[src/design/mvp_pkg.sv]
// Package for the masked value propagation block: request, response and
// memory cell types, and the neighbor offset table. No dependencies.
`default_nettype none
package mvp_pkg;

    localparam int NBR_CNT = 26;
    localparam logic [6:0] PASS_MAX = 7'd127;

    localparam logic KIND_LOAD = 1'b0;
    localparam logic KIND_READ = 1'b1;
    localparam logic RSP_REPORT = 1'b0;
    localparam logic RSP_READ = 1'b1;

    localparam logic [1:0] CFG_SIZE_X = 2'd0;
    localparam logic [1:0] CFG_SIZE_Y = 2'd1;
    localparam logic [1:0] CFG_SIZE_Z = 2'd2;

    typedef struct packed {
        logic        kind;
        logic [17:0] voxel_index;
        logic [31:0] voxel_value;
        logic        seed;
        logic        last_load;
    } t_req;

    typedef struct packed {
        logic        result_kind;
        logic [31:0] filled_value;
        logic        reached;
        logic [6:0]  pass_count;
    } t_rsp;

    typedef struct packed {
        logic        reach;
        logic [31:0] value;
    } t_cell;

    // offsets in two's complement, 2 bits each
    typedef struct packed {
        logic [1:0] dx;
        logic [1:0] dy;
        logic [1:0] dz;
    } t_off;

    typedef struct packed {
        logic       busy;
        logic       toggle;
        logic       done;
        logic [6:0] passes;
    } t_fill_stat;

    localparam logic [1:0] M = 2'b11;
    localparam logic [1:0] Z = 2'b00;
    localparam logic [1:0] P = 2'b01;

    function automatic t_off nbr_off(input logic [4:0] n);
        t_off o;
        case (n)
            5'd0:  o = '{M, Z, Z};
            5'd1:  o = '{P, Z, Z};
            5'd2:  o = '{Z, M, Z};
            5'd3:  o = '{Z, P, Z};
            5'd4:  o = '{Z, Z, M};
            5'd5:  o = '{Z, Z, P};
            5'd6:  o = '{M, M, Z};
            5'd7:  o = '{M, P, Z};
            5'd8:  o = '{M, Z, M};
            5'd9:  o = '{M, Z, P};
            5'd10: o = '{P, M, Z};
            5'd11: o = '{P, P, Z};
            5'd12: o = '{P, Z, M};
            5'd13: o = '{P, Z, P};
            5'd14: o = '{Z, M, M};
            5'd15: o = '{Z, M, P};
            5'd16: o = '{Z, P, M};
            5'd17: o = '{Z, P, P};
            5'd18: o = '{M, M, M};
            5'd19: o = '{M, M, P};
            5'd20: o = '{M, P, M};
            5'd21: o = '{M, P, P};
            5'd22: o = '{P, M, M};
            5'd23: o = '{P, P, M};
            5'd24: o = '{P, M, P};
            5'd25: o = '{P, P, P};
            default: o = '{Z, Z, Z};
        endcase
        return o;
    endfunction

endpackage
`default_nettype wire

[src/design/mvp_fill.sv]
// Fill pass sequencer: walks the volume, reads each voxel and its neighbors
// from the source bank and writes the destination bank. Uses mvp_pkg.
`default_nettype none
module mvp_fill
    import mvp_pkg::*;
#(
    parameter int AW = 18,
    parameter int CW = 22
) (
    input  wire logic          i_clk,
    input  wire logic          i_rst_n,
    input  wire logic          i_go,
    input  wire logic [6:0]    i_nx,
    input  wire logic [6:0]    i_ny,
    input  wire logic [6:0]    i_nz,
    input  wire logic [13:0]   i_sz,
    input  wire t_cell         i_rdata,
    output logic [AW-1:0]      o_raddr,
    output logic               o_we,
    output logic [AW-1:0]      o_waddr,
    output t_cell              o_wdata,
    output t_fill_stat         o_stat
);

    typedef enum logic [2:0] {
        S_IDLE, S_SELF, S_CHK, S_SCAN, S_NCHK, S_NEXT
    } t_state;

    t_state          r_state;
    logic [6:0]      r_x, r_y, r_z;
    logic [CW-1:0]   r_here;
    logic [4:0]      r_n;
    logic [31:0]     r_self;
    logic            r_any;
    logic [6:0]      r_pass;

    t_off            off;
    logic signed [7:0] ax, ay, az;
    logic            inb;
    logic [CW-1:0]   ox, oy, oz, naddr;
    logic            last_vox;
    logic [6:0]      pass_n;

    always_comb begin
        off = nbr_off(r_n);
        ax = $signed({1'b0, r_x}) + $signed({{6{off.dx[1]}}, off.dx});
        ay = $signed({1'b0, r_y}) + $signed({{6{off.dy[1]}}, off.dy});
        az = $signed({1'b0, r_z}) + $signed({{6{off.dz[1]}}, off.dz});
        inb = (ax >= 0) && (ax < $signed({1'b0, i_nx}))
           && (ay >= 0) && (ay < $signed({1'b0, i_ny}))
           && (az >= 0) && (az < $signed({1'b0, i_nz}));
        ox = {{(CW-2){off.dx[1]}}, off.dx};
        oy = (off.dy == Z) ? '0 : (off.dy[1] ? -CW'(i_nx) : CW'(i_nx));
        oz = (off.dz == Z) ? '0 : (off.dz[1] ? -CW'(i_sz) : CW'(i_sz));
        naddr = r_here + ox + oy + oz;
        last_vox = (r_x == i_nx - 7'd1) && (r_y == i_ny - 7'd1) && (r_z == i_nz - 7'd1);
        pass_n = (r_pass == PASS_MAX) ? r_pass : r_pass + 7'd1;
    end

    always_comb begin
        o_raddr = (r_state == S_SCAN) ? naddr[AW-1:0] : r_here[AW-1:0];
        o_waddr = r_here[AW-1:0];
        o_we = 1'b0;
        o_wdata = i_rdata;
        case (r_state)
            S_CHK: begin
                o_we = i_rdata.reach;
            end
            S_SCAN: begin
                o_we = (r_n == 5'(NBR_CNT));
                o_wdata = '{reach: 1'b0, value: r_self};
            end
            S_NCHK: begin
                o_we = i_rdata.reach;
                o_wdata = '{reach: 1'b1, value: i_rdata.value};
            end
            default: begin
                o_we = 1'b0;
            end
        endcase
        o_stat.busy = (r_state != S_IDLE);
        o_stat.toggle = (r_state == S_NEXT) && last_vox;
        o_stat.done = (r_state == S_NEXT) && last_vox && !r_any;
        o_stat.passes = pass_n;
    end

    always_ff @(posedge i_clk) begin
        if (!i_rst_n) begin
            r_state <= S_IDLE;
            r_x <= '0;
            r_y <= '0;
            r_z <= '0;
            r_here <= '0;
            r_n <= '0;
            r_any <= 1'b0;
            r_pass <= '0;
        end else begin
            case (r_state)
                S_IDLE: begin
                    if (i_go) begin
                        r_x <= '0;
                        r_y <= '0;
                        r_z <= '0;
                        r_here <= '0;
                        r_any <= 1'b0;
                        r_pass <= '0;
                        r_state <= S_SELF;
                    end
                end
                S_SELF: begin
                    r_state <= S_CHK;
                end
                S_CHK: begin
                    r_self <= i_rdata.value;
                    r_n <= '0;
                    r_state <= i_rdata.reach ? S_NEXT : S_SCAN;
                end
                S_SCAN: begin
                    if (r_n == 5'(NBR_CNT)) begin
                        r_state <= S_NEXT;
                    end else if (inb) begin
                        r_state <= S_NCHK;
                    end else begin
                        r_n <= r_n + 5'd1;
                    end
                end
                S_NCHK: begin
                    if (i_rdata.reach) begin
                        r_any <= 1'b1;
                        r_state <= S_NEXT;
                    end else begin
                        r_n <= r_n + 5'd1;
                        r_state <= S_SCAN;
                    end
                end
                S_NEXT: begin
                    if (last_vox) begin
                        r_pass <= pass_n;
                        r_x <= '0;
                        r_y <= '0;
                        r_z <= '0;
                        r_here <= '0;
                        r_any <= 1'b0;
                        r_state <= r_any ? S_SELF : S_IDLE;
                    end else begin
                        r_here <= r_here + CW'(1);
                        r_state <= S_SELF;
                        if (r_x != i_nx - 7'd1) begin
                            r_x <= r_x + 7'd1;
                        end else begin
                            r_x <= '0;
                            if (r_y != i_ny - 7'd1) begin
                                r_y <= r_y + 7'd1;
                            end else begin
                                r_y <= '0;
                                r_z <= r_z + 7'd1;
                            end
                        end
                    end
                end
                default: begin
                    r_state <= S_IDLE;
                end
            endcase
        end
    end

endmodule
`default_nettype wire

[config.mk]
export PLATFORM = sky130hd
export DESIGN_NAME = mvp_fill
export DESIGN_NICKNAME = d
export VERILOG_FILES = /design/src/design/mvp_pkg.sv /design/src/design/mvp_fill.sv
export SDC_FILE = /design/constraint.sdc
export NUM_CORES = 1
export LEC_CHECK = 0
export ABC_AREA = 0
export BUFFER_PORTS_ARGS = -buffer_cell sky130_fd_sc_hd__buf_2
export CORE_MARGIN = 8
export CORE_UTILIZATION = 45
export CTS_CLUSTER_SIZE = 28
export DETAILED_ROUTE_END_ITERATION = 8
export GPL_TIMING_DRIVEN = 0
export PLACE_DENSITY = 0.66
export REMOVE_ABC_BUFFERS = 1
export SLEW_MARGIN = 20
export SYNTH_ARGS = -nofsm -noshare
export SYNTH_HDL_FRONTEND = slang
export SYNTH_SLANG_ARGS = --single-unit
export TNS_END_PERCENT = 10
[constraint.sdc]
create_clock -name i_clk -period 10 [get_ports i_clk]
set_clock_uncertainty 0.2 [all_clocks]
set_input_delay 2.5 -clock i_clk [delete_from_list [all_inputs] [get_ports i_clk]]
set_output_delay 2.5 -clock i_clk [all_outputs]
set_load 0.01 [all_outputs]
==> metrics.md, run 1 <==
| Metric | Value |
|---|---|
| Status | finished, final reports clean |
| RSZ-0062 raised after global routing | false |
| Final hold violation count | 0 |
| Wire length per cell | 15.9 um |
| DR vias/cell | 5.45 |
| Die X | 156 um |
| Flop and latch count out of synthesis | 93 |
| Setup ws final | 0.305 ns |
| Final period util | 96.9% |
| Post-CTS setup buffer count | 0 |
| Seq/Total Area, Yosys | 24.9% |
| GRT Resource Usage Total | 18.4% |
| Die Height | 156 um |
| # diodes | 0 |
| Multi-input gate area | 6320 um^2 |
| Fin nets | 1311 |
| CTS root buf | clkbuf_16 |
| PD cells | 87.4 nW/um^2 |
| HPWL Detailed | 17.5 mm |
| Worst skew pair latency | 0.35 ns |
| CTS tree | built |
| Prevailing post-synth register cell | dfxtp_1 |
| Setup_tns | 0 ns |
| Area grow syn2layout | 15.6% |
| Flop-to-flop setup slack | 4.42 ns |
| Via count | 7623 |
| Number of clock buffers inserted by TritonCTS | 9 |
| Required @ worst endpoint | 7.30 ns |
| Layout Cells excl Fill | 1400 |
| Worst slack at placement | -0.0963 ns |
| Fraction of registers with async set/reset | 0% |
| Initial core utilization | 45.5% |
| DRT iter0 DRCs | 442 |
| Placed insts | 1384 |
| Clock transition at the registers of the reported paths | 0.07 ns |
| Ports | 151 |
| Largest family of logic cells by synthesized area | simple AND/OR/NAND/NOR gates |
| Worst-Margin Slew | 0.916 ns |
| Simple-Gate Fraction of Synth Area | 21.0% |
| Final instance area | 10100 um^2 |
| Post-Route WL | 22.3 mm |
| Worst Hold Endpoint | r_pass[5] |
| Mux contribution to synthesized area | 6.04% |
| Hold_buf cts | 0 |
| Drt pass-1 iters | 5 |
| Post-synthesis xor/xnor area fraction | 8.11% |
| Post-route ant nets | 0 |
| # DRC | 0 |
| Core box area | 19300 um^2 |
| Worst Hold Class | reg -> reg |
| Post-synthesis compound-gate area fraction | 17.5% |
| Area share of fa/ha/maj cells after synthesis | 19.0% |
| EDFF count, synth | 32 |
| Num rows | 51 |
| Final setup fails | 0 |
| Hold Startpoint | r_pass[5] |
| Max VDD drop | 0.0686 mV |
| Pin count of the biggest net entering global routing | 67 |
| GPL Wtd Cong | 0.822 |
| Crit start category | input pin |
| Htree depth | 3 |
| Total gr overflow | 0 |
| Max-cap violations | 0 |
| Number of fill cells | 1878 |
| Final Max Slew Viols | 0 |
| Synth cell types | 78 |
| Port Buffers | 150 |
| Clk sinks | 93 |
| Min Tclk post-route | 9.69 ns |
| Die Area | 24200 um^2 |
| Mapped Cells | 996 |
| Reg2reg path depth | 19 |
| Peak Freq | 103 MHz |
| Kind of critical path | in -> out |
| Synthesized area | 8760 um^2 |
| Post-DP Area | 9800 um^2 |
| RR Endpoint | off[4] |
| RR Startpoint | off[3] |
| Number of global-route vias before repair | 7446 |
| Hold path cells | 2 |
| Layout cell share with drive strength beyond 1 | 21.7% |
| Synth warn | 0 |
| CP max FO | 5 |
| Lkg Pwr | 4.24 nW |
| First-pass GRT wire length | 36.6 mm |
| Seq. cell area | 2180 um^2 |
| Crit path arrival time | 6.99 ns |
| Antenna violations before repair | 0 |
| Crit end category | primary output |
| Max_slew headroom | 38.7% |
| Clock Tree Buf Depth | 2 |
| Avg Cell Area, Syn | 8.80 um^2 |
==> state kept, by name, summed over array words and instances (netlist names) <==
| name | cells |
|---|---|
| r_self | 32 |
| r_here | 18 |
| r_pass | 7 |
| r_x | 7 |
| r_y | 7 |
| r_z | 7 |
| off | 6 |
| r_n | 5 |
| r_state | 3 |
| r_any | 1 |
==> critical path: stages <==
cell and delay, ns:
buf_2 0.13, inv_2 0.07, ha_1 0.21, or3b_4 0.43, nor3_4 0.21, ha_1 0.27
nand2_1 0.06, o21ai_0 0.12, fa_1 0.50, fa_1 0.48, ha_1 0.37, a21oi_1 0.18
o21ai_2 0.12, a2111oi_4 0.40, nor3_1 0.13, o31ai_1 0.26, nand2b_1 0.11, xnor2_1 0.13
o21ai_0 0.13, buf_2 0.16
==> Yosys cell counts (all sizes together), types with 3 or more instances <==
library cell  instances  share of area (%)
or2                   4               0.29
buf                   8               0.47
o21ai                92                5.4
nand2               111                4.8
and3                 23                1.6
nand4                13               0.93
o41ai                 4               0.40
nor3b                14                1.2
o211ai                3               0.26
o32ai                 3               0.47
nor2                 56                2.5
fa                   37                8.5
inv                  45                1.9
or3                  13               0.93
nand2b               10               0.71
o21a                 10               0.86
xnor2                57                5.9
dfxtp                61                 14
a22oi                 3               0.26
ha                   73                 10
nand3b                5               0.43
a21oi                47                2.7
mux2                 37                4.8
nand3                25                1.4
edfxtp               32                 11
nor3                 18                1.5
a211oi                8               0.69
a21o                 10               0.86
and2                 18                1.3
xor2                 22                2.2
o21bai                6               0.51
nor2b                26                1.9
clkbuf               24                1.0
a31oi                 8               0.57
o31ai                11               0.94
mux2i                10                1.3
a2111oi               6               0.81
nor4                  4               0.46
a21boi               10               0.86
or3b                  3               0.30
==> kinds of logic (layout without fill, tap and decap cells) <==
group                      count (synthesis)  after routing
AOI/OAI and AO/OA                        239            239
xor gates and xnor gates                  79             79
adders and majority gates                111            111
buffers and inverters                     77            216
DFF                                       93             93
muxes                                     47             47
and+or+nand+nor                          350            350
==> layout make-up <==
type / instances / share of cell area [%]
Multi-Input combinational cell: 826 / 62.4
Sequential cell: 93 / 21.6
Timing Repair Buffer: 155 / 8.14
Tap cell: 265 / 3.27
Clock buffer: 10 / 2.26
Inverter: 45 / 1.67
Clock inverter: 6 / 0.679
==> layer usage <==
layer | GRT usage (%) | up-vias | wire length, um
li1 | - | 3843 | -
met1 | 22.7 | 3637 | 10000
met2 | 33.0 | 124 | 11300
met3 | 2.30 | 19 | 743
met4 | 5.04 | 0 | 255
met5 | 0 | - | 0
==> power breakdown <==
group	switching [mW]	leakage (nW)	internal (mW)
combinational	0.0726	3.31	0.0553
sequential	0.00535	0.781	0.396
clock	0.160	0.140	0.196
==> cell usage in the layout (no fill, tap or decap), types with 4 or more instances in the layout <==
cell	synthesis	final
dfxtp_1	61	59
xor2_1	22	22
a21oi_1	46	46
mux2_2	37	37
nor2_1	54	53
a31oi_1	8	8
nand3_1	25	25
xnor2_1	56	56
o31ai_1	11	11
nand3b_1	5	5
ha_1	73	73
nor3_1	13	13
or2_2	4	4
a21o_1	10	10
o41ai_1	4	4
mux2i_1	9	9
inv_1	43	43
edfxtp_1	32	32
or3_1	13	13
nor2b_1	26	26
nand4_1	13	13
and3_1	23	23
nor3b_1	14	13
o21a_1	10	10
o21ai_0	89	88
fa_1	37	37
nand2b_1	10	10
nand2_1	110	109
and2_1	18	18
a211oi_1	8	8
a21boi_0	10	10
buf_2	3	150
clkbuf_16	0	9
o21bai_1	6	6
==> through the flow <==
stage / hold WS (ns) / power, mW / util [%]
floorplan: 0.267 / 0.483 / -
global placement: 0.285 / 0.534 / 50.4
detailed placement: 0.290 / 0.537 / 50.9
global route: 0.315 / 0.924 / 52.6
finish: 0.297 / 0.886 / 52.6
CTS: 0.301 / 0.896 / 52.4
==> worst max path at each step <==
stage,from,endpoint,slack (ns)
floorplan,i_nx[1],o_raddr[16],0.63
global placement,i_nx[0],o_raddr[16],-0.18
detailed placement,i_nx[0],o_raddr[16],-0.1
CTS,i_nx[0],o_raddr[16],0.02
global route,i_nx[0],o_raddr[16],0.04
finish,i_nx[0],o_raddr[16],0.31
==> timing repair <==
| item | in CTS | in global routing |
|---|---|---|
| endpoints found under the hold margin | 0 | 0 |
| pin swaps | 0 | 1 |
| resized for setup | 1 | 5 |
| setup endpoints to repair | 2 | 3 |
(Power assumes the default switching activity.)
==> inputs of run 2 (changes only) <==
--- a/config.mk
+++ b/config.mk
@@ -9,6 +9,7 @@
 export BUFFER_PORTS_ARGS = -buffer_cell sky130_fd_sc_hd__buf_2
 export CORE_MARGIN = 8
 export CORE_UTILIZATION = 45
+export CTS_BUF_LIST = sky130_fd_sc_hd__clkbuf_16
 export CTS_CLUSTER_SIZE = 28
 export DETAILED_ROUTE_END_ITERATION = 8
 export GPL_TIMING_DRIVEN = 0
==> run 2 against run 1 <==
First-iteration DRC count unchanged. Critical path depth unchanged. Largest cell class unchanged. Clock power about the same. Flip-flop and latch count unchanged. Power down 0.13%.
==> metrics.md, run 2 (synthesis gave the netlist of run 1 again) <==
| Metric | Value |
|---|---|
| Max VDD drop | 0.0682 mV (was 0.0686 mV) |
| Largest regs | r_self: 32 flops, r_here: 18 flops (unchanged) |
| # diodes | 0 (unchanged) |
| Drt pass-1 iters | 5 (unchanged) |
| Cell mode on critical path | ha_1 (unchanged) |
| # DRC | 0 (unchanged) |
| Metal2 WL | 11.3 mm (about the same) |
| Fin nets | 1311 (unchanged) |
| Wire length on met1 | 10.0 mm (unchanged) |
| Worst slack at placement | -0.0963 ns (unchanged) |
| Port Buffers | 150 (unchanged) |
| Worst Hold Class | reg -> reg (unchanged) |
| Worst path cell trace | buf_2 > inv_2 > ha_1 > or3b_4 > nor3_4 > ha_1 > nand2_1 > o21ai_0 > fa_1 > fa_1 > ha_1 > a21oi_1 > o21ai_2 > a2111oi_4 > nor3_1 > o31ai_1 > nand2b_1 > xnor2_1 > o21ai_0 > buf_2 (unchanged) |
| Die X | 156 um (unchanged) |
| Peak Freq | 103 MHz (unchanged) |
| Worst-Margin Slew | 0.916 ns (about the same) |
| PD cells | 87.3 nW/um^2 (was 87.4 nW/um^2) |
| Number of global-route vias before repair | 7446 (unchanged) |
| Top Metal Used | met4 (unchanged) |
| Num rows | 51 (unchanged) |
| Crit start category | input pin (unchanged) |
| Crit path arrival time | 6.99 ns (about the same) |
| DR vias/cell | 5.45 (unchanged) |
| Most flop-heavy register | r_self (unchanged) |
| Commonest non-fill, non-tap cell in the layout | buf_2 (unchanged) |
| Max FFs per register | 32 (unchanged) |
| Clk sinks | 93 (unchanged) |
| Final period util | 96.9% (unchanged) |
| Worst skew pair latency | 0.35 ns (about the same) |
| Htree depth | 3 (unchanged) |
| Max stage delay cell, worst path | fa_1 (unchanged) |
| Kind of critical path | in -> out (unchanged) |
| Crit end category | primary output (unchanged) |
| GPL Wtd Cong | 0.822 (unchanged) |
| Total gr overflow | 0 (unchanged) |
| RR Endpoint | off[4] (unchanged) |
| RR Startpoint | off[3] (unchanged) |
| Commonest cells after routing, fill and taps aside | buf_2 (150), nand2_1 (109), o21ai_0 (88), ha_1 (73), dfxtp_1 (59) (unchanged) |
| First-pass GRT wire length | 36.6 mm (unchanged) |
| Initial core utilization | 45.5% (unchanged) |
| Antenna violations before repair | 0 (unchanged) |
| Reg2reg path depth | 19 (unchanged) |
| Final setup fails | 0 (unchanged) |
| Post-route ant nets | 0 (unchanged) |
| Clock transition at the registers of the reported paths | 0.07 ns (about the same) |
| CTS root buf | clkbuf_16 (unchanged) |
| CP max stage delay | 0.50 ns (about the same) |
| CP max FO | 5 (unchanged) |
| Max-cap violations | 0 (unchanged) |
| Hold Startpoint | r_pass[5] (unchanged) |
| Die Height | 156 um (unchanged) |
| Lkg Pwr | 4.24 nW (about the same) |
| Area grow syn2layout | 15.6% (unchanged) |
| Via count | 7623 (unchanged) |
| Ports | 151 (unchanged) |
| HPWL Detailed | 17.5 mm (unchanged) |
| Die Area | 24200 um^2 (unchanged) |
| Core box area | 19300 um^2 (unchanged) |
| Post-Route WL | 22.3 mm (about the same) |
| Final hold violation count | 0 (unchanged) |
| Setup ws final | 0.305 ns (unchanged) |
| Wire length per cell | 15.9 um (about the same) |
| Final hold slack | 0.297 ns (about the same) |
| RSZ-0062 raised after global routing | false (unchanged) |
| Worst Hold Endpoint | r_pass[5] (unchanged) |
| Metal3 WL | 737 um (was 743 um) |
| CTS tree | built (unchanged) |
| Flop-to-flop setup slack | 4.42 ns (about the same) |
| GRT Resource Usage Total | 18.4% (unchanged) |
| Pin count of the biggest net entering global routing | 67 (unchanged) |
| CP bufs+invs | 3 (unchanged) |
| Required @ worst endpoint | 7.30 ns (about the same) |
| Min Tclk post-route | 9.69 ns (unchanged) |
| DRT iter0 DRCs | 442 (unchanged) |
| Layout cell share with drive strength beyond 1 | 21.7% (unchanged) |
| Family with the most delay on the worst path | adder cells (unchanged) |
| Max_slew headroom | 38.7% (about the same) |
| Final Max Slew Viols | 0 (unchanged) |
| Setup_tns | 0 ns (unchanged) |
| Number of clock buffers inserted by TritonCTS | 9 (unchanged) |
| Hold path cells | 2 (unchanged) |
| Status | finished, final reports clean (unchanged) |
| Clock Tree Buf Depth | 2 (unchanged) |
| Post-CTS setup buffer count | 0 (unchanged) |
==> run 2: worst max-delay path by stage <==
| stage | to | cells after the start | slack, ns | start |
|---|---|---|---|---|
| floorplan | o_raddr[16] | 18 | 0.63 | i_nx[1] |
| global placement | o_raddr[16] | 20 | -0.18 | i_nx[0] |
| detailed placement | o_raddr[16] | 20 | -0.1 | i_nx[0] |
| CTS | o_raddr[16] | 20 | 0.02 | i_nx[0] |
| global route | o_raddr[16] | 20 | 0.04 | i_nx[0] |
| finish | o_raddr[16] | 20 | 0.31 | i_nx[0] |
==> run 2: worst min-delay path, cell delays in order, from the launching register on <==
cell and delay, ns:
dfxtp_1 0.33, nand2_1 0.06, a21boi_0 0.06
==> run 2: power by group <==
group / switching [mW] / leakage, nW / internal (mW)
Combinational: 0.0726 / 3.31 / 0.0553
Clock: 0.160 / 0.144 / 0.195
Sequential: 0.00535 / 0.781 / 0.396
==> run 2: layout make-up <==
cell class                      instances  area (um^2)
Fill cell                            1878         9140
Tap cell                              265          332
Multi-Input combinational cell        826         6320
Clock buffer                            9          225
Inverter                               45          169
Timing Repair Buffer                  155          825
Sequential cell                        93         2180
Clock inverter                          7         72.6
==> run 2: what timing repair did <==
item                                    CTS  global route
endpoints found under the setup margin    2             3
pin swaps                                 0             1
hold buffers                              0             0
resized for setup                         1             5
==> run 2: routing by layer <==
layer  vias up  track usage, %
li1       3843               -
met1      3639            22.7
met2       123            33.0
met3        18            2.30
met4         0            5.04
met5         -               0
==> run 2: through the flow <==
stage	power [mW]	util, %	instances	area [um^2]
after CTS	0.895	52.4	1400	10100
final	0.884	52.6	1400	10100
after detailed placement	0.537	50.9	1384	9800
after floorplan	0.483	-	964	8630
after global placement	0.534	50.4	1379	9710
after global routing	0.923	52.6	1400	10100
